$ cat config.mk
export PLATFORM = sky130hd
export DESIGN_NAME = static_array_list_engine_unit
export DESIGN_NICKNAME = d
export VERILOG_FILES = /design/src/hw/rtl/sale_pkg.sv /design/src/hw/rtl/static_array_list_engine_unit.sv /design/src/hw/rtl/sale_dp.sv /design/src/hw/rtl/sale_ctrl.sv
export SDC_FILE = /design/constraint.sdc
export NUM_CORES = 1
export LEC_CHECK = 0
export ABC_AREA = 1
export BUFFER_PORTS_ARGS = -buffer_cell sky130_fd_sc_hd__buf_4
export CAP_MARGIN = 30
export CORE_MARGIN = 3
export CORE_UTILIZATION = 60
export CTS_CLUSTER_DIAMETER = 30
export DETAILED_ROUTE_END_ITERATION = 8
export PLACE_DENSITY_LB_ADDON = 0.12
export SYNTH_ARGS = -nofsm -noshare
export SYNTH_HDL_FRONTEND = slang
export SYNTH_SLANG_ARGS = --single-unit
$ cat constraint.sdc
create_clock -name clk_i -period 5.12 [get_ports clk_i]
set_input_delay 1.024 -clock clk_i [delete_from_list [all_inputs] [get_ports clk_i]]
set_output_delay 1.024 -clock clk_i [all_outputs]
set_load 0.01 [all_outputs]
$ cat src/hw/rtl/sale_pkg.sv
// Shared types and constants for the static array list engine.
// No dependencies; imported by sale_ctrl, sale_dp and the top level.
package sale_pkg;

  localparam int unsigned DefCapacity   = 16;
  localparam int unsigned DefValueWidth = 32;

  typedef enum logic [3:0] {
    KIND_CLEAR     = 4'd0,
    KIND_INS_FIRST = 4'd1,
    KIND_INS_AT    = 4'd2,
    KIND_INS_LAST  = 4'd3,
    KIND_DEL_FIRST = 4'd4,
    KIND_DEL_AT    = 4'd5,
    KIND_DEL_LAST  = 4'd6,
    KIND_SEARCH    = 4'd7,
    KIND_MINMAX    = 4'd8,
    KIND_SORT      = 4'd9,
    KIND_READ      = 4'd10
  } kind_e;

  typedef enum logic [2:0] {
    ST_OK       = 3'd0,
    ST_FULL     = 3'd1,
    ST_EMPTY    = 3'd2,
    ST_BADIDX   = 3'd3,
    ST_NOTFOUND = 3'd4
  } status_e;

  typedef enum logic [1:0] {
    CNT_KEEP = 2'd0,
    CNT_CLR  = 2'd1,
    CNT_INC  = 2'd2,
    CNT_DEC  = 2'd3
  } cnt_op_e;

  // controller -> datapath command word
  typedef struct packed {
    logic    start;      // new command accepted: load operand, clear results
    status_e st;         // status to load on start
    logic    is_search;
    logic    is_minmax;
    logic    desc;
    logic    rd_en;
    logic    wb_en;      // write back last read data
    logic    ins_wr;     // write operand
    logic    cap_res;    // result <= read data
    logic    scan_en;    // read data valid for search/minmax
    logic    srt_load;   // sort carry <= read data
    logic    srt_step;   // sort compare-and-write
    logic    srt_flush;  // sort carry written to end of pass
    cnt_op_e cnt_op;
  } ctl_t;

endpackage

$ cat src/hw/rtl/static_array_list_engine_unit.sv
// Sort runs bubble passes of one element per cycle through the element
// memory. One command at a time: start is taken when busy is low, also in
// the cycle the previous result strobe (done_o) is shown. The receiver
// cannot stall. Reset clears count and control, not memory.
module static_array_list_engine_unit import sale_pkg::*; #(
  parameter int unsigned LIST_CAPACITY = DefCapacity,
  parameter int unsigned VALUE_WIDTH   = DefValueWidth
) (
  input  logic               clk_i,
  input  logic               rst_ni,
  input  logic               start,
  output logic               busy,
  input  logic [3:0]         kind_i,
  input  logic [3:0]         position_i,
  input  logic signed [31:0] operand_value_i,
  input  logic               sort_descending_i,
  output logic               done_o,
  output logic [2:0]         status_o,
  output logic signed [31:0] result_value_o,
  output logic signed [31:0] max_value_o,
  output logic [3:0]         found_position_o,
  output logic [4:0]         count_after_o,
  output logic               is_empty_o,
  output logic               is_full_o
);

  localparam int unsigned IW = $clog2(LIST_CAPACITY);
  localparam int unsigned CW = $clog2(LIST_CAPACITY + 1);

  ctl_t          ctl;
  logic [IW-1:0] rd_addr, wr_addr;
  logic [CW-1:0] data_idx, count;

  sale_ctrl #(.Capacity(LIST_CAPACITY)) u_ctrl (
    .clk_i, .rst_ni, .start, .busy, .kind_i, .position_i, .sort_descending_i,
    .count_i(count), .ctl_o(ctl), .rd_addr_o(rd_addr), .wr_addr_o(wr_addr),
    .data_idx_o(data_idx), .done_o
  );

  sale_dp #(.Capacity(LIST_CAPACITY), .ValueWidth(VALUE_WIDTH)) u_dp (
    .clk_i, .rst_ni, .ctl_i(ctl), .rd_addr_i(rd_addr), .wr_addr_i(wr_addr),
    .data_idx_i(data_idx), .operand_i(operand_value_i), .count_o(count),
    .status_o, .result_o(result_value_o), .max_o(max_value_o),
    .found_o(found_position_o)
  );

  assign count_after_o = 5'(count);
  assign is_empty_o    = count == '0;
  assign is_full_o     = count == CW'(LIST_CAPACITY);

endmodule

$ cat src/hw/rtl/sale_dp.sv
// Datapath: element memory, element count, sort carry and result registers.
// Depends on sale_pkg; driven by sale_ctrl through ctl_t.
module sale_dp import sale_pkg::*; #(
  parameter int unsigned Capacity   = DefCapacity,
  parameter int unsigned ValueWidth = DefValueWidth,
  localparam int unsigned IW = $clog2(Capacity),
  localparam int unsigned CW = $clog2(Capacity + 1)
) (
  input  logic                clk_i,
  input  logic                rst_ni,
  input  ctl_t                ctl_i,
  input  logic [IW-1:0]       rd_addr_i,
  input  logic [IW-1:0]       wr_addr_i,
  input  logic [CW-1:0]       data_idx_i,
  input  logic signed [31:0]  operand_i,
  output logic [CW-1:0]       count_o,
  output logic [2:0]          status_o,
  output logic signed [31:0]  result_o,
  output logic signed [31:0]  max_o,
  output logic [3:0]          found_o
);

  logic signed [ValueWidth-1:0] mem [Capacity];
  logic signed [ValueWidth-1:0] rd_data_q;
  logic signed [ValueWidth-1:0] op_q;
  logic signed [ValueWidth-1:0] carry_q, carry_d;
  logic signed [ValueWidth-1:0] res_q, max_q;
  logic signed [ValueWidth-1:0] wr_data;
  logic [CW-1:0]                count_q, found_q;
  logic                         hit_q;
  status_e                      status_q;
  logic                         wr_en, swap;

  assign swap = ctl_i.desc ? (carry_q < rd_data_q) : (carry_q > rd_data_q);

  always_comb begin
    wr_en   = ctl_i.wb_en | ctl_i.ins_wr | ctl_i.srt_step | ctl_i.srt_flush;
    carry_d = carry_q;
    wr_data = rd_data_q;
    priority if (ctl_i.ins_wr) begin
      wr_data = op_q;
    end else if (ctl_i.srt_step) begin
      wr_data = swap ? rd_data_q : carry_q;
      carry_d = swap ? carry_q : rd_data_q;
    end else if (ctl_i.srt_flush) begin
      wr_data = carry_q;
    end else if (ctl_i.srt_load) begin
      carry_d = rd_data_q;
    end
  end

  always_ff @(posedge clk_i) begin
    if (wr_en) begin
      mem[wr_addr_i] <= wr_data;
    end
    if (ctl_i.rd_en) begin
      rd_data_q <= mem[rd_addr_i];
    end
    carry_q <= carry_d;
  end

  always_ff @(posedge clk_i or negedge rst_ni) begin
    if (!rst_ni) begin
      count_q  <= '0;
      status_q <= ST_OK;
      hit_q    <= 1'b0;
      res_q    <= '0;
      max_q    <= '0;
      found_q  <= '0;
      op_q     <= '0;
    end else begin
      unique case (ctl_i.cnt_op)
        CNT_CLR: count_q <= '0;
        CNT_INC: count_q <= count_q + 1'b1;
        CNT_DEC: count_q <= count_q - 1'b1;
        default: count_q <= count_q;
      endcase
      if (ctl_i.start) begin
        op_q     <= ValueWidth'(operand_i);
        status_q <= ctl_i.st;
        hit_q    <= 1'b0;
        res_q    <= '0;
        max_q    <= '0;
        found_q  <= '0;
      end else begin
        if (ctl_i.cap_res) begin
          res_q <= rd_data_q;
        end
        if (ctl_i.scan_en && ctl_i.is_search && !hit_q && rd_data_q == op_q) begin
          hit_q    <= 1'b1;
          found_q  <= data_idx_i;
          status_q <= ST_OK;
        end
        if (ctl_i.scan_en && ctl_i.is_minmax) begin
          if (data_idx_i == '0 || rd_data_q < res_q) res_q <= rd_data_q;
          if (data_idx_i == '0 || rd_data_q > max_q) max_q <= rd_data_q;
        end
      end
    end
  end

  assign count_o  = count_q;
  assign status_o = status_q;
  assign result_o = 32'(res_q);
  assign max_o    = 32'(max_q);
  assign found_o  = 4'(found_q);

`ifndef NO_ASSERTIONS
  a_count_range: assert property (@(posedge clk_i) disable iff (!rst_ni)
    count_q <= CW'(Capacity)) else $error("count above capacity");
  a_one_writer: assert property (@(posedge clk_i) disable iff (!rst_ni)
    $onehot0({ctl_i.wb_en, ctl_i.ins_wr, ctl_i.srt_step, ctl_i.srt_flush}))
    else $error("two memory writers in one cycle");
  a_inc_not_full: assert property (@(posedge clk_i) disable iff (!rst_ni)
    ctl_i.cnt_op == CNT_INC |-> count_q < CW'(Capacity)) else $error("insert into full list");
`endif

endmodule

$ cat src/hw/rtl/sale_ctrl.sv
// Controller: command decode, precondition checks and the walk sequencer.
// Depends on sale_pkg; drives sale_dp through ctl_t and address ports.
module sale_ctrl import sale_pkg::*; #(
  parameter int unsigned Capacity = DefCapacity,
  localparam int unsigned IW = $clog2(Capacity),
  localparam int unsigned CW = $clog2(Capacity + 1),
  localparam int unsigned PW = (CW > 4) ? CW : 4
) (
  input  logic          clk_i,
  input  logic          rst_ni,
  input  logic          start,
  output logic          busy,
  input  logic [3:0]    kind_i,
  input  logic [3:0]    position_i,
  input  logic          sort_descending_i,
  input  logic [CW-1:0] count_i,
  output ctl_t          ctl_o,
  output logic [IW-1:0] rd_addr_o,
  output logic [IW-1:0] wr_addr_o,
  output logic [CW-1:0] data_idx_o,
  output logic          done_o
);

  typedef enum logic [3:0] {
    S_IDLE, S_INS_SHIFT, S_INS_WRITE, S_DEL_FETCH, S_DEL_SHIFT,
    S_RD_FETCH, S_RD_CAP, S_SCAN, S_SORT
  } state_e;

  state_e        state_q;
  logic [CW-1:0] ptr_q, idx_q, dix_q;
  logic          pend_q, cap_q, done_q, srch_q, mm_q, desc_q;
  logic          acc, full, empty;
  logic [PW-1:0] pos_w, cnt_w;
  logic [CW:0]   ptr_inc;
  status_e       st;

  assign acc     = start && (state_q == S_IDLE);
  assign full    = count_i == CW'(Capacity);
  assign empty   = count_i == '0;
  assign pos_w   = PW'(position_i);
  assign cnt_w   = PW'(count_i);
  assign ptr_inc = {1'b0, ptr_q} + 1'b1;

  always_comb begin
    st = ST_OK;
    unique case (kind_i)
      KIND_INS_FIRST, KIND_INS_LAST: if (full) st = ST_FULL;
      KIND_INS_AT: begin
        if (full) st = ST_FULL;
        else if (pos_w > cnt_w) st = ST_BADIDX;
      end
      KIND_DEL_FIRST, KIND_DEL_LAST, KIND_MINMAX: if (empty) st = ST_EMPTY;
      KIND_DEL_AT, KIND_READ: begin
        if (empty) st = ST_EMPTY;
        else if (pos_w >= cnt_w) st = ST_BADIDX;
      end
      KIND_SEARCH: st = ST_NOTFOUND;
      default: st = ST_OK;
    endcase
  end

  always_comb begin
    ctl_o           = '0;
    ctl_o.start     = acc;
    ctl_o.st        = st;
    ctl_o.is_search = srch_q;
    ctl_o.is_minmax = mm_q;
    ctl_o.desc      = desc_q;
    ctl_o.cnt_op    = CNT_KEEP;
    rd_addr_o       = IW'(ptr_q);
    wr_addr_o       = IW'(dix_q);
    data_idx_o      = dix_q;
    unique case (state_q)
      S_IDLE: if (acc && kind_i == KIND_CLEAR) ctl_o.cnt_op = CNT_CLR;
      S_INS_SHIFT: begin
        ctl_o.rd_en = ptr_q > idx_q;
        rd_addr_o   = IW'(ptr_q - 1'b1);
        ctl_o.wb_en = pend_q;
      end
      S_INS_WRITE: begin
        ctl_o.ins_wr = 1'b1;
        wr_addr_o    = IW'(idx_q);
        ctl_o.cnt_op = CNT_INC;
      end
      S_DEL_FETCH, S_RD_FETCH: begin
        ctl_o.rd_en = 1'b1;
        rd_addr_o   = IW'(idx_q);
      end
      S_DEL_SHIFT: begin
        ctl_o.cap_res = cap_q;
        ctl_o.wb_en   = pend_q;
        ctl_o.rd_en   = ptr_inc < {1'b0, count_i};
        rd_addr_o     = IW'(ptr_inc);
        if (!(ptr_inc < {1'b0, count_i})) ctl_o.cnt_op = CNT_DEC;
      end
      S_RD_CAP: ctl_o.cap_res = 1'b1;
      S_SCAN: begin
        ctl_o.rd_en   = ptr_q < count_i;
        ctl_o.scan_en = pend_q;
      end
      S_SORT: begin
        ctl_o.rd_en = ptr_q <= idx_q;
        if (pend_q) begin
          ctl_o.srt_load = dix_q == '0;
          ctl_o.srt_step = dix_q != '0;
          wr_addr_o      = IW'(dix_q - 1'b1);
        end else if (ptr_q > idx_q) begin
          ctl_o.srt_flush = 1'b1;
          wr_addr_o       = IW'(idx_q);
        end
      end
      default: ;
    endcase
  end

  always_ff @(posedge clk_i or negedge rst_ni) begin
    if (!rst_ni) begin
      state_q <= S_IDLE;
      ptr_q   <= '0;
      idx_q   <= '0;
      dix_q   <= '0;
      pend_q  <= 1'b0;
      cap_q   <= 1'b0;
      done_q  <= 1'b0;
      srch_q  <= 1'b0;
      mm_q    <= 1'b0;
      desc_q  <= 1'b0;
    end else begin
      done_q <= 1'b0;
      unique case (state_q)
        S_IDLE: begin
          if (acc) begin
            srch_q <= kind_i == KIND_SEARCH;
            mm_q   <= kind_i == KIND_MINMAX;
            desc_q <= sort_descending_i;
            pend_q <= 1'b0;
            ptr_q  <= '0;
            done_q <= 1'b1;
            if (st == ST_OK || st == ST_NOTFOUND) begin
              unique case (kind_i)
                KIND_INS_FIRST, KIND_INS_AT, KIND_INS_LAST: begin
                  done_q  <= 1'b0;
                  ptr_q   <= count_i;
                  idx_q   <= (kind_i == KIND_INS_FIRST) ? '0 :
                             (kind_i == KIND_INS_LAST) ? count_i : CW'(position_i);
                  state_q <= S_INS_SHIFT;
                end
                KIND_DEL_FIRST, KIND_DEL_AT, KIND_DEL_LAST: begin
                  done_q  <= 1'b0;
                  idx_q   <= (kind_i == KIND_DEL_FIRST) ? '0 :
                             (kind_i == KIND_DEL_LAST) ? count_i - 1'b1 : CW'(position_i);
                  state_q <= S_DEL_FETCH;
                end
                KIND_READ: begin
                  done_q  <= 1'b0;
                  idx_q   <= CW'(position_i);
                  state_q <= S_RD_FETCH;
                end
                KIND_SEARCH, KIND_MINMAX: begin
                  done_q  <= 1'b0;
                  state_q <= S_SCAN;
                end
                KIND_SORT: begin
                  if (count_i > CW'(1)) begin
                    done_q  <= 1'b0;
                    idx_q   <= count_i - 1'b1;
                    state_q <= S_SORT;
                  end
                end
                default: ;
              endcase
            end
          end
        end
        S_INS_SHIFT: begin
          if (ptr_q > idx_q) begin
            ptr_q  <= ptr_q - 1'b1;
            dix_q  <= ptr_q;
            pend_q <= 1'b1;
          end else begin
            pend_q  <= 1'b0;
            state_q <= S_INS_WRITE;
          end
        end
        S_INS_WRITE: begin
          done_q  <= 1'b1;
          state_q <= S_IDLE;
        end
        S_DEL_FETCH: begin
          ptr_q   <= idx_q;
          cap_q   <= 1'b1;
          pend_q  <= 1'b0;
          state_q <= S_DEL_SHIFT;
        end
        S_DEL_SHIFT: begin
          cap_q <= 1'b0;
          if (ptr_inc < {1'b0, count_i}) begin
            dix_q  <= ptr_q;
            ptr_q  <= CW'(ptr_inc);
            pend_q <= 1'b1;
          end else begin
            pend_q  <= 1'b0;
            done_q  <= 1'b1;
            state_q <= S_IDLE;
          end
        end
        S_RD_FETCH: state_q <= S_RD_CAP;
        S_RD_CAP: begin
          done_q  <= 1'b1;
          state_q <= S_IDLE;
        end
        S_SCAN: begin
          if (ptr_q < count_i) begin
            dix_q  <= ptr_q;
            ptr_q  <= ptr_q + 1'b1;
            pend_q <= 1'b1;
          end else begin
            pend_q  <= 1'b0;
            done_q  <= 1'b1;
            state_q <= S_IDLE;
          end
        end
        S_SORT: begin
          if (ptr_q <= idx_q) begin
            dix_q  <= ptr_q;
            ptr_q  <= ptr_q + 1'b1;
            pend_q <= 1'b1;
          end else begin
            pend_q <= 1'b0;
            if (!pend_q) begin
              // end of pass: carry written, shorten the next pass
              ptr_q <= '0;
              if (idx_q == CW'(1)) begin
                done_q  <= 1'b1;
                state_q <= S_IDLE;
              end else begin
                idx_q <= idx_q - 1'b1;
              end
            end
          end
        end
        default: state_q <= S_IDLE;
      endcase
    end
  end

  assign busy   = state_q != S_IDLE;
  assign done_o = done_q;

`ifndef NO_ASSERTIONS
  a_done_idle: assert property (@(posedge clk_i) disable iff (!rst_ni)
    done_q |-> state_q == S_IDLE) else $error("result strobe while busy");
  a_acc_progress: assert property (@(posedge clk_i) disable iff (!rst_ni)
    acc |=> (busy || done_q)) else $error("accepted word dropped");
  a_ins_done: assert property (@(posedge clk_i) disable iff (!rst_ni)
    state_q == S_INS_WRITE |=> done_q) else $error("insert did not finish");
  a_del_ptr: assert property (@(posedge clk_i) disable iff (!rst_ni)
    state_q == S_DEL_SHIFT |-> ptr_q < count_i) else $error("delete walk out of range");
`endif

endmodule
=== Word-level counts from Yosys, hierarchy flattened ===
Memories as Yosys holds them, arrays and structs flattened. A register that Yosys moved wholly into a read port is not among the register bits.
Index checks and enable logic that the tools add are counted.

* $add $sub $neg: 7
* Order comparisons: 11
* Equality and inequality tests: 44
* Muxes and demuxes: 101
* Bitwise operators: 4
* Reductions and logical operators: 44

{| class="wikitable"
|+ Operator list
! kind !! number
|-
| $mux 32 || 15
|-
| $mux 5 || 22
|-
| $gt 32x32->1 || 2
|-
| $lt 32x32->1 || 2
|-
| $mux 4 || 13
|-
| $pmux 5 s4 || 2
|-
| $eq 32x32->1 || 1
|-
| $eq 4x3->1 const B || 8
|-
| $pmux 5 s6 || 1
|-
| $pmux 4 s7 || 1
|-
| $mux 1 || 24
|-
| $pmux 4 s5 || 1
|-
| $eq 4x2->1 const B || 4
|-
| $eq 4x4->1 const B || 4
|-
| $ne 2x2->1 const B || 8
|-
| $mux 3 || 5
|-
| $pmux 3 s5 || 1
|-
| $pmux 5 s3 || 1
|-
| $sub 5x1->5 const B || 3
|-
| $ne 2x1->1 const B || 7
|-
| $pmux 4 s3 || 1
|-
| $reduce_bool 2->1 || 6
|-
| $reduce_or 2->1 || 6
|-
| $add 5x1->5 const B || 2
|-
| 45 further kinds || 71
|}

* Flip-flop bits (word level): 166
* Bits in writable memories: 512
* Bits of input ports: 44
* Output and inout port bits: 80
* Word-level logic and storage cells: 230
* Memories: 1

{| class="wikitable"
|+ Memories
! name !! words !! width !! read ports !! clocked after memory_dff !! write ports !! line !! text
|-
| u_dp.mem || 16 || 32 || 1 || 1 || 1 || sale_dp.sv:23 || <nowiki>logic signed [ValueWidth-1:0] mem [Capacity];</nowiki>
|}

=== Longest topological paths before layout ===
Gate-level depths: netlist (run 1).

* Depth in word-level cells: 9
* Depth in mapped cells: 21
* Depth with buffers taken out: 20

=== Cells and area by module ===
A second synthesis (run 1) with hierarchy kept.

* Cells, all modules: 3,370
* Area total of the unflattened synthesis: 35,210.0 µm²

{| class="wikitable"
|+ Modules (own cells, without submodules)
! module !! times used !! cells an instance !! area an instance (µm²) !! seq. area each (µm²)
|-
| sale_dp || 1 || 2,872 || 32,093.3 || 20,024.2
|-
| sale_ctrl || 1 || 492 || 3,094.2 || 625.6
|-
| static_array_list_engine_unit || 1 || 6 || 22.5 || 0.0
|}

=== Worst setup path before layout (run 1) ===
OpenSTA, ideal clock, no wires.

* Path kind: register to register
* From: register u_ctrl.idx_q[2]
* To: memory u_dp.mem[4][0] in the netlist's numbering (enable)
* Library setup time: 0.421 ns
* Arrival time: 3.302 ns
* Data required time: 4.699 ns
* Path slack: 1.396 ns
* Cell stages (with the launch flop): 13
* Buffers on the path: 0
* Clock period less this slack: 3.724 ns
* Path through: dfrtp_1 inv_1 ha_1 nand2_1 nor2_1 nand2_1 nand3_1 nand2_1 nor2_2 nand2_1 o2111ai_2 nand3_1 nor2_1

* Longest elaborated chain between the ends: 7
* Elaborated cells between the ends (all ways): 10
* Those cells by class: order compare: 1; mux: 8; bitwise: 1

{| class="wikitable"
|+ RTL lines
! what !! line !! text
|-
| start, declared || sale_ctrl.sv:30 || <nowiki>logic [CW-1:0] ptr_q, idx_q, dix_q;</nowiki>
|-
| start signal, assigned || sale_ctrl.sv:144 || <nowiki>idx_q <= (kind_i == KIND_INS_FIRST) ? '0 :</nowiki>
|-
| start signal, assigned || sale_ctrl.sv:150 || <nowiki>idx_q <= (kind_i == KIND_DEL_FIRST) ? '0 :</nowiki>
|-
| start signal, assigned || sale_ctrl.sv:156 || <nowiki>idx_q <= CW'(position_i);</nowiki>
|-
| $gt 5x5->1 || sale_ctrl.sv:107 || <nowiki>end else if (ptr_q > idx_q) begin</nowiki>
|-
| $mux 1 || sale_ctrl.sv:107 ||
|-
| $mux 1 || sale_ctrl.sv:103 || <nowiki>if (pend_q) begin</nowiki>
|-
| $mux 3 || sale_ctrl.sv:73 || <nowiki>unique case (state_q)</nowiki>
|-
| $or 1x1->1 || sale_dp.sv:37 || <nowiki>wr_en = ctl_i.wb_en | ctl_i.ins_wr | ctl_i.srt_step | ctl_i.srt_flush;</nowiki>
|-
| $mux 1 || sale_dp.sv:53 || <nowiki>if (wr_en) begin</nowiki>
|-
| $mux 1 (not written as such) || sale_dp.sv:54 || <nowiki>mem[wr_addr_i] <= wr_data;</nowiki>
|-
| end, declared || sale_dp.sv:23 ||
|}

Several ways; a longest one is shown, not always the timed one.

=== Worst setup path in the final report (run 1) ===
* From: register u_ctrl.state_q[3]
* To: register u_dp.rd_data_q[9], read port of u_dp.mem, data pin

* Longest elaborated chain between the ends: 3
* Elaborated cells between the ends (all ways): 9
* Those cells by class: eq/ne: 6; mux: 2; reduce/logical: 1

{| class="wikitable"
|+ RTL lines
! what !! line !! text
|-
| start, declared || sale_ctrl.sv:29 || <nowiki>state_e state_q;</nowiki>
|-
| start signal, assigned || sale_ctrl.sv:118 || <nowiki>state_q <= S_IDLE;</nowiki>
|-
| start signal, assigned || sale_ctrl.sv:146 || <nowiki>state_q <= S_INS_SHIFT;</nowiki>
|-
| start signal, assigned || sale_ctrl.sv:152 || <nowiki>state_q <= S_DEL_FETCH;</nowiki>
|-
| $eq 4x2->1 or $eq 4x3->1 (tied branches) || sale_ctrl.sv:73 ||
|-
| $reduce_or 2->1 || sale_ctrl.sv:73 ||
|-
| $pmux 1 s5 or $pmux 4 s3 (tied branches) || sale_ctrl.sv:73 ||
|-
| end, declared || sale_dp.sv:24 || <nowiki>logic signed [ValueWidth-1:0] rd_data_q;</nowiki>
|}

Several ways; a longest one is shown, not always the timed one.
A chain may end at the register's enable or synchronous reset.

==> results by group, run 1 <==
Status
  – Status: completed

Yosys
  – Largest family of logic cells by synthesized area: simple AND/OR/NAND/NOR gates
  – Register area share after synthesis: 59.27%
  – FF+latch count, synth: 710
  – Post-synthesis compound-gate area fraction: 13.67%
  – Top cell type's share of synthesized area: 49.64%
  – Mux contribution to synthesized area: 0%
  – Syn nets: around 3700
  – Post-Synthesis Cells: 3492
  – Yosys warns: 0
  – Prevailing post-synth register cell: edfxtp_1
  – Synth async-reset ratio: 18.87%
  – EDFF count, synth: 576
  – Commonest cells in the netlist: 791 x nand2_1, 576 x edfxtp_1, 378 x inv_1
  – Post-synth cell types: 41
  – Top cells by area, synth: edfxtp_1 50%, dfrtp_1 9.6%, nand2_1 8.5%
  – Post-synthesis cell area: roughly 0.035 sq mm
  – Adder-cell share of the synthesized area: under 10%
  – Most frequent cell after synthesis: nand2_1
  – Post-Synth Simple-Gate Area: 15.25%
  – Leading area contributor after synthesis: edfxtp_1
  – Post-synthesis share of cell area spent on xor and xnor gates: less than 1%
  – Synth Area per Inst: between 9 and 10 sq um

Global routing
  – Number of global-route vias before repair: 27480
  – First-pass GRT wire length: 159.7 mm
  – Gr usage total: 34.44%
  – GRT overflow: 0
  – Largest net degree at the start of global routing: 129
  – Antenna violations before repair: 3

Routing
  – Vias per cell: ~6.3
  – Routed Antenna Nets: 0
  – Drt first pass iters: 6
  – # DRC: 0
  – Initial DRC Count: 3174
  – Routed Wire Length: around 100 mm
  – Via count: 28380
  – Wire per inst: around 23 um

Layout
  – # diodes: 0
  – Share of cells above drive strength 1: 13.00%
  – Area Growth Syn to Fin: 19.63%
  – Final Cell Area: between 0.04 and 0.05 sq mm
  – Nets@finish: 3798

Timing
  – Setup Skew: 28.67 ps
  – Final setup vio count: 0
  – RSZ-0062 raised after global routing: no
  – Part of the cycle the worst path needs: 82.26%
  – Worst Tran Pin Value: ~1100 ps
  – FMAX: 237.4 MHz
  – Final Hold Fails: 0
  – Relative slew slack: 28.84%
  – Fin. max-slew vios: 0
  – Setup TNS: 0 ps
  – Final worst path period need: 4212 ps

Clock tree
  – CTS hold repair buffers: 0
  – Post-CTS Repair Setup Buffers: 0
  – Root Driver: clkbuf_16
  – Number of buffers created by CTS: 140
  – CTS tree: yes
  – Worst-Skew Late Latency: 720 ps
  – Clock slew at reported path FFs: 40 ps
  – Clk sink count: 710
  – Clock Tree Buf Depth: 3
  – Post-cts resize count: 0
  – H-tree depth: 4

Setup path
  – Crit-path max FO: 54
  – FF-to-FF path depth: 14
  – Critical-path top delay cell: nand3_4
  – Required @ worst endpoint: around 5500 ps
  – Worst flop-to-flop path endpoint: u_dp.rd_data_q[9]
  – Worst path top cell family by delay: simple AND/OR/NAND/NOR gates
  – Crit end category: register
  – Slowest Stage Delay on Critical Path: 600 ps
  – Crit Path Category: register to register
  – WP buf/inv: 4
  – Cell-by-cell trace of the critical path: nor2_1 > inv_2 > nor2_2 > inv_2 > nand2_2 > nand2_4 > nand3_4 > buf_4 > buf_4 > nand2_1 > o211ai_1 > o211ai_1 > nand3_1 > nand2_1
  – Flop-to-flop setup slack: 910 ps
  – WP data arrival: 4590 ps
  – Worst r2r src: u_ctrl.state_q[3]
  – Startpoint types: register

Pwr
  – Power per cell area: 792.3 mW/mm^2
  – LEAKAGE: between 15 and 20 nW
  – Maximum vdd ir drop: approximately 0.84 mV

Die
  – Rows: 87
  – Vert. Die Dim: approximately 250 um
  – Die ar.: a little over 0.06 sq mm
  – Die width: ~250 um
  – I/O pins: 124
  – Initial Utilization: 61.20%
  – Core Area: 0.05693 sq mm

Worst hold path
  – Worst Hold Class: primary input to async pin

Placement
  – DPL Wire Length: 63.08 mm
  – Placed Instance Area: 0.03688 sq mm
  – IO Port Bufs: roughly 120
  – Routability cong.: 0.9749

Flow run
  – Max-cap viol count: 0
[where the power goes]
| group | leakage, nW | switching, mW | internal [mW] |
|---|---|---|---|
| logic | 7.71 | 10.4 | 4.31 |
| clock network | 2.34 | 3.12 | 6.11 |
| registers | 6.98 | 0.809 | 8.25 |
[cell families (layout without fill, tap and decap cells)]
logic type | after synthesis | count (layout)
AO/OA/AOI/OAI | 756 | 756
XOR/XNOR | 25 | 25
flip-flops | 710 | 710
AND/OR/NAND/NOR | 1287 | 1287
buffers and inverters | 592 | 846
adder cells (fa/ha/maj) | 122 | 122
[layout by cell type (no fill, tap or decap), types with 30 or more instances in the layout]
cell type / Yosys / layout
clkinv_2: 0 / 30
edfxtp_1: 576 / 576
a21oi_1: 74 / 73
clkbuf_16: 0 / 143
inv_1: 378 / 377
nand3_1: 282 / 282
nor2_1: 164 / 146
o211ai_1: 269 / 269
dfrtp_1: 134 / 134
o21ai_0: 225 / 225
ha_1: 122 / 122
buf_4: 2 / 178
a31oi_1: 128 / 128
nand2_1: 791 / 789
[layer usage]
metal  wire length, um  share of wire [%]  vias up  track usage, %
met3             12210                 12      268           7.601
met5                 0                  0        -               0
li1                  -                  -    12620               -
met4              3623                3.5        0           15.45
met1             41080                 39    13670           48.11
met2             47760                 46     1824           52.06
[sequential cells by signal (all words and copies together) (netlist names), 32 cells and up]
signal and count:
u_dp.op_q 32, u_dp.rd_data_q 32, u_dp.carry_q 32, u_dp.max_o 32, u_dp.result_o 32, u_dp.mem 512
[area by class of cell]
type	instances	area [sq um]
fillers	3941	15250
flip-flops and latches	710	20650
well taps	756	945.9
clock buffers	157	3641
inverters	390	1465
clock inverters	99	1160
repair buffers	200	1798
multi-input cells	2190	12020
[per-stage QoR]
step	power (mW)	std cells	utilization, %	hold WS (ps)	worst slack [ps]
2_1_floorplan	18.25	3492	-	458.8	1396
3_3_place_gp	22.73	4239	64.48	482.0	1066
3_5_place_dp	23.38	4246	64.78	490.4	1075
4_1_cts	32.71	4502	73.21	417.4	1017
5_1_grt	34.75	4502	73.21	463.9	701.2
6_report	33.03	4502	73.21	407.2	908.4
[worst max-delay path by stage]
stage                       from                end  slack (ps)  cells past startpoint
2_1_floorplan    u_ctrl.idx_q[2]     u_dp.mem[4][0]        1400                     12
3_3_place_gp   u_ctrl.state_q[3]  u_dp.rd_data_q[6]        1070                     14
3_5_place_dp   u_ctrl.state_q[3]  u_dp.rd_data_q[6]        1070                     14
4_1_cts        u_ctrl.state_q[3]  u_dp.rd_data_q[9]        1020                     14
5_1_grt        u_ctrl.state_q[3]  u_dp.rd_data_q[9]         700                     14
6_report       u_ctrl.state_q[3]  u_dp.rd_data_q[9]         910                     14
Note: power is estimated with default switching activity, not from simulation.
==> inputs of run 2 (changes only) <==
Clock period 5.12 ns to 4.3 ns, I/O delays scaled along.
==> results by group, run 2 (synthesis results as in run 1) <==
Status
  – Status: completed

Timing
  – RSZ-0062 raised after global routing: no
  – Worst Tran Pin Value: 1017 ps (-50.59 ps)
  – Final setup vio count: 0 (unchanged)
  – Relative slew slack: 32.12% (+3.3 points)
  – Fin. max-slew vios: 0 (unchanged)
  – Final Hold Fails: 0 (unchanged)
  – Part of the cycle the worst path needs: 87.53% (+5.3 points)
  – Final worst path period need: 3764 ps (-448.0 ps)
  – FMAX: 265.7 MHz (+12%)
  – Setup Skew: 31.00 ps (+2.339 ps)
  – Setup TNS: 0 ps (unchanged)

Clock tree
  – Post-CTS Repair Setup Buffers: 0 (unchanged)
  – H-tree depth: 4 (unchanged)
  – Clock Tree Buf Depth: 3 (unchanged)
  – CTS tree: yes
  – Worst-Skew Late Latency: 710 ps (about the same)
  – Clk sink count: 710 (unchanged)
  – Root Driver: clkbuf_16
  – Clock slew at reported path FFs: 50 ps (about the same)
  – Number of buffers created by CTS: 131 (-6.4%)

Routing
  – Via count: 28010 (-1.3%)
  – Wire per inst: 22.81 um (-1.9%)
  – # DRC: 0 (unchanged)
  – Initial DRC Count: 3301 (+4.0%)
  – Vias per cell: 6.202 (-1.6%)
  – Drt first pass iters: 6 (unchanged)
  – Routed Wire Length: 103.0 mm (-1.6%)
  – Routed Antenna Nets: 0 (unchanged)

Global routing
  – Antenna violations before repair: 3 (unchanged)
  – GRT overflow: 0 (unchanged)
  – First-pass GRT wire length: 157.1 mm (-1.6%)
  – Largest net degree at the start of global routing: 129 (unchanged)
  – Number of global-route vias before repair: 26920 (-2.0%)
  – Gr usage total: 34.08% (-0.35 points)

Layout
  – Nets@finish: 3817 (+0.50%)
  – Max reg flops: 512 (unchanged)
  – Share of cells above drive strength 1: 12.95% (-0.048 points)
  – Reg area: 0.02065 sq mm (unchanged)
  – Multi-input gate area in the final layout: 0.01202 sq mm (unchanged)
  – Most frequent cells in the layout: 789 x nand2_1, 576 x edfxtp_1, 377 x inv_1
  – Most flops, register: u_dp.mem
  – Commonest non-fill, non-tap cell in the layout: nand2_1
  – Final Cell Area: 0.04161 sq mm (-0.17%)
  – Area Growth Syn to Fin: 19.43%
  – Filler cells: 3963 (+0.56%)
  – # diodes: 0 (unchanged)

Setup path
  – Required @ worst endpoint: 4660 ps (-840 ps)
  – Worst Setup SP: u_ctrl.idx_q[2]
  – Worst r2r src: u_ctrl.idx_q[2]
  – FF-to-FF path depth: 16 (+2)
  – Worst flop-to-flop path endpoint: u_dp.mem[11][2]
  – Crit Path Category: register to register
  – Crit end category: register
  – Startpoint types: register
  – Flop-to-flop setup slack: 540 ps (-370 ps)
  – Crit-path max FO: 20 (-63%)
  – Worst Setup EP: u_dp.mem[11][2]
  – WP data arrival: 4120 ps (-470 ps)

Pwr
  – LEAKAGE: 17.01 nW (about the same)
  – Power per cell area: 934.8 mW/mm^2 (+18%)
  – Maximum vdd ir drop: 1.131 mV (+35%)

Die
  – Core Area: 0.05693 sq mm (unchanged)
  – Rows: 87 (unchanged)
  – I/O pins: 124 (unchanged)
  – Die width: 247.0 um (unchanged)
  – Vert. Die Dim: 247.0 um (unchanged)
  – Die ar.: 0.06100 sq mm (unchanged)
  – Initial Utilization: 61.20% (unchanged)

Worst hold path
  – Worst Hold Class: primary input to register
  – Hold path start: operand_value_i[30]
  – Min-Delay Path Depth: 3

Flow run
  – Max-cap viol count: 0 (unchanged)

Placement
  – IO Port Bufs: 123 (unchanged)
  – DPL Wire Length: 63.17 mm (+0.13%)
  – Routability cong.: 0.9650 (-1.0%)
  – Placed Instance Area: 0.03698 sq mm (+0.28%)
==> run 2: changes by cell type in the layout (fill, tap and decap cells not counted), sizes merged <==
| cell | change |
|---|---|
| clkinvlp | -3 |
| dlygate4sd3 | +1 |
| inv | -6 |
| buf | +27 |
| clkinv | -5 |
==> run 2: layout make-up <==
| class | count | area share [%] |
|---|---|---|
| timing repair buffer | 228 | 4.664 |
| multi-input combinational | 2190 | 28.89 |
| tap | 756 | 2.273 |
| clock inverter | 85 | 2.694 |
| sequential | 710 | 49.63 |
| inverter | 390 | 3.518 |
| clock buffer | 157 | 8.335 |
==> run 2: critical path, cell delays in order (launching register included) <==
cell	delay [ps]
dfrtp_1	430
inv_1	150
ha_1	330
nand2_1	60
inv_1	30
o21bai_1	140
nand3_1	90
nand2_1	290
inv_1	140
nor2_1	110
o21ai_0	90
o21ai_0	90
nor2_1	120
inv_1	120
nand3_1	200
nor2_4	550
buf_4	470
==> run 2: metal layers <==
metal,global-route usage [%],share of wire [%],vias to the layer above
met4,15.90,4.0,2
met3,7.189,11,283
met5,0,0.013,-
met2,51.72,46,1772
li1,-,-,12650
met1,47.43,39,13300
==> run 2: worst min path at each step <==
| stage | end | slack, ps |
|---|---|---|
| 6_report | u_dp.op_q[30] | 370 |
| 5_1_grt | u_dp.op_q[30] | 360 |
| 4_1_cts | u_dp.count_o[3] | 270 |
| 3_3_place_gp | u_ctrl.idx_q[4] | 480 |
| 2_1_floorplan | u_ctrl.idx_q[1] | 460 |
| 3_5_place_dp | u_dp.max_o[18] | 490 |
==> run 2: metrics by stage <==
step / utilization [%] / hold slack, ps / setup WS, ps / cells / total power [mW]
6_report: 73.09 / 369.3 / 536.3 / 4516 / 38.90
5_1_grt: 73.09 / 356.9 / 272.7 / 4516 / 41.07
4_1_cts: 73.02 / 269.8 / 629.0 / 4514 / 38.59
3_5_place_dp: 64.96 / 490.6 / 619.4 / 4272 / 27.91
3_3_place_gp: 64.87 / 482.2 / 638.8 / 4270 / 27.46
2_1_floorplan: - / 458.8 / 576.5 / 3492 / 21.73
==> run 2: power breakdown <==
part / switching (mW) / total, mW / internal [mW]
Sequential: 0.781 / 10.6 / 9.82
Clock: 3.57 / 10.5 / 6.96
Combinational: 12.6 / 17.8 / 5.17
==> run 2: what timing repair did <==
| item | in CTS | in global routing |
|---|---|---|
| setup endpoints to repair | 0 | 0 |
| resized for setup | 0 | 0 |
| hold buffers | 0 | 1 |
| hold endpoints to repair | 0 | 7 |
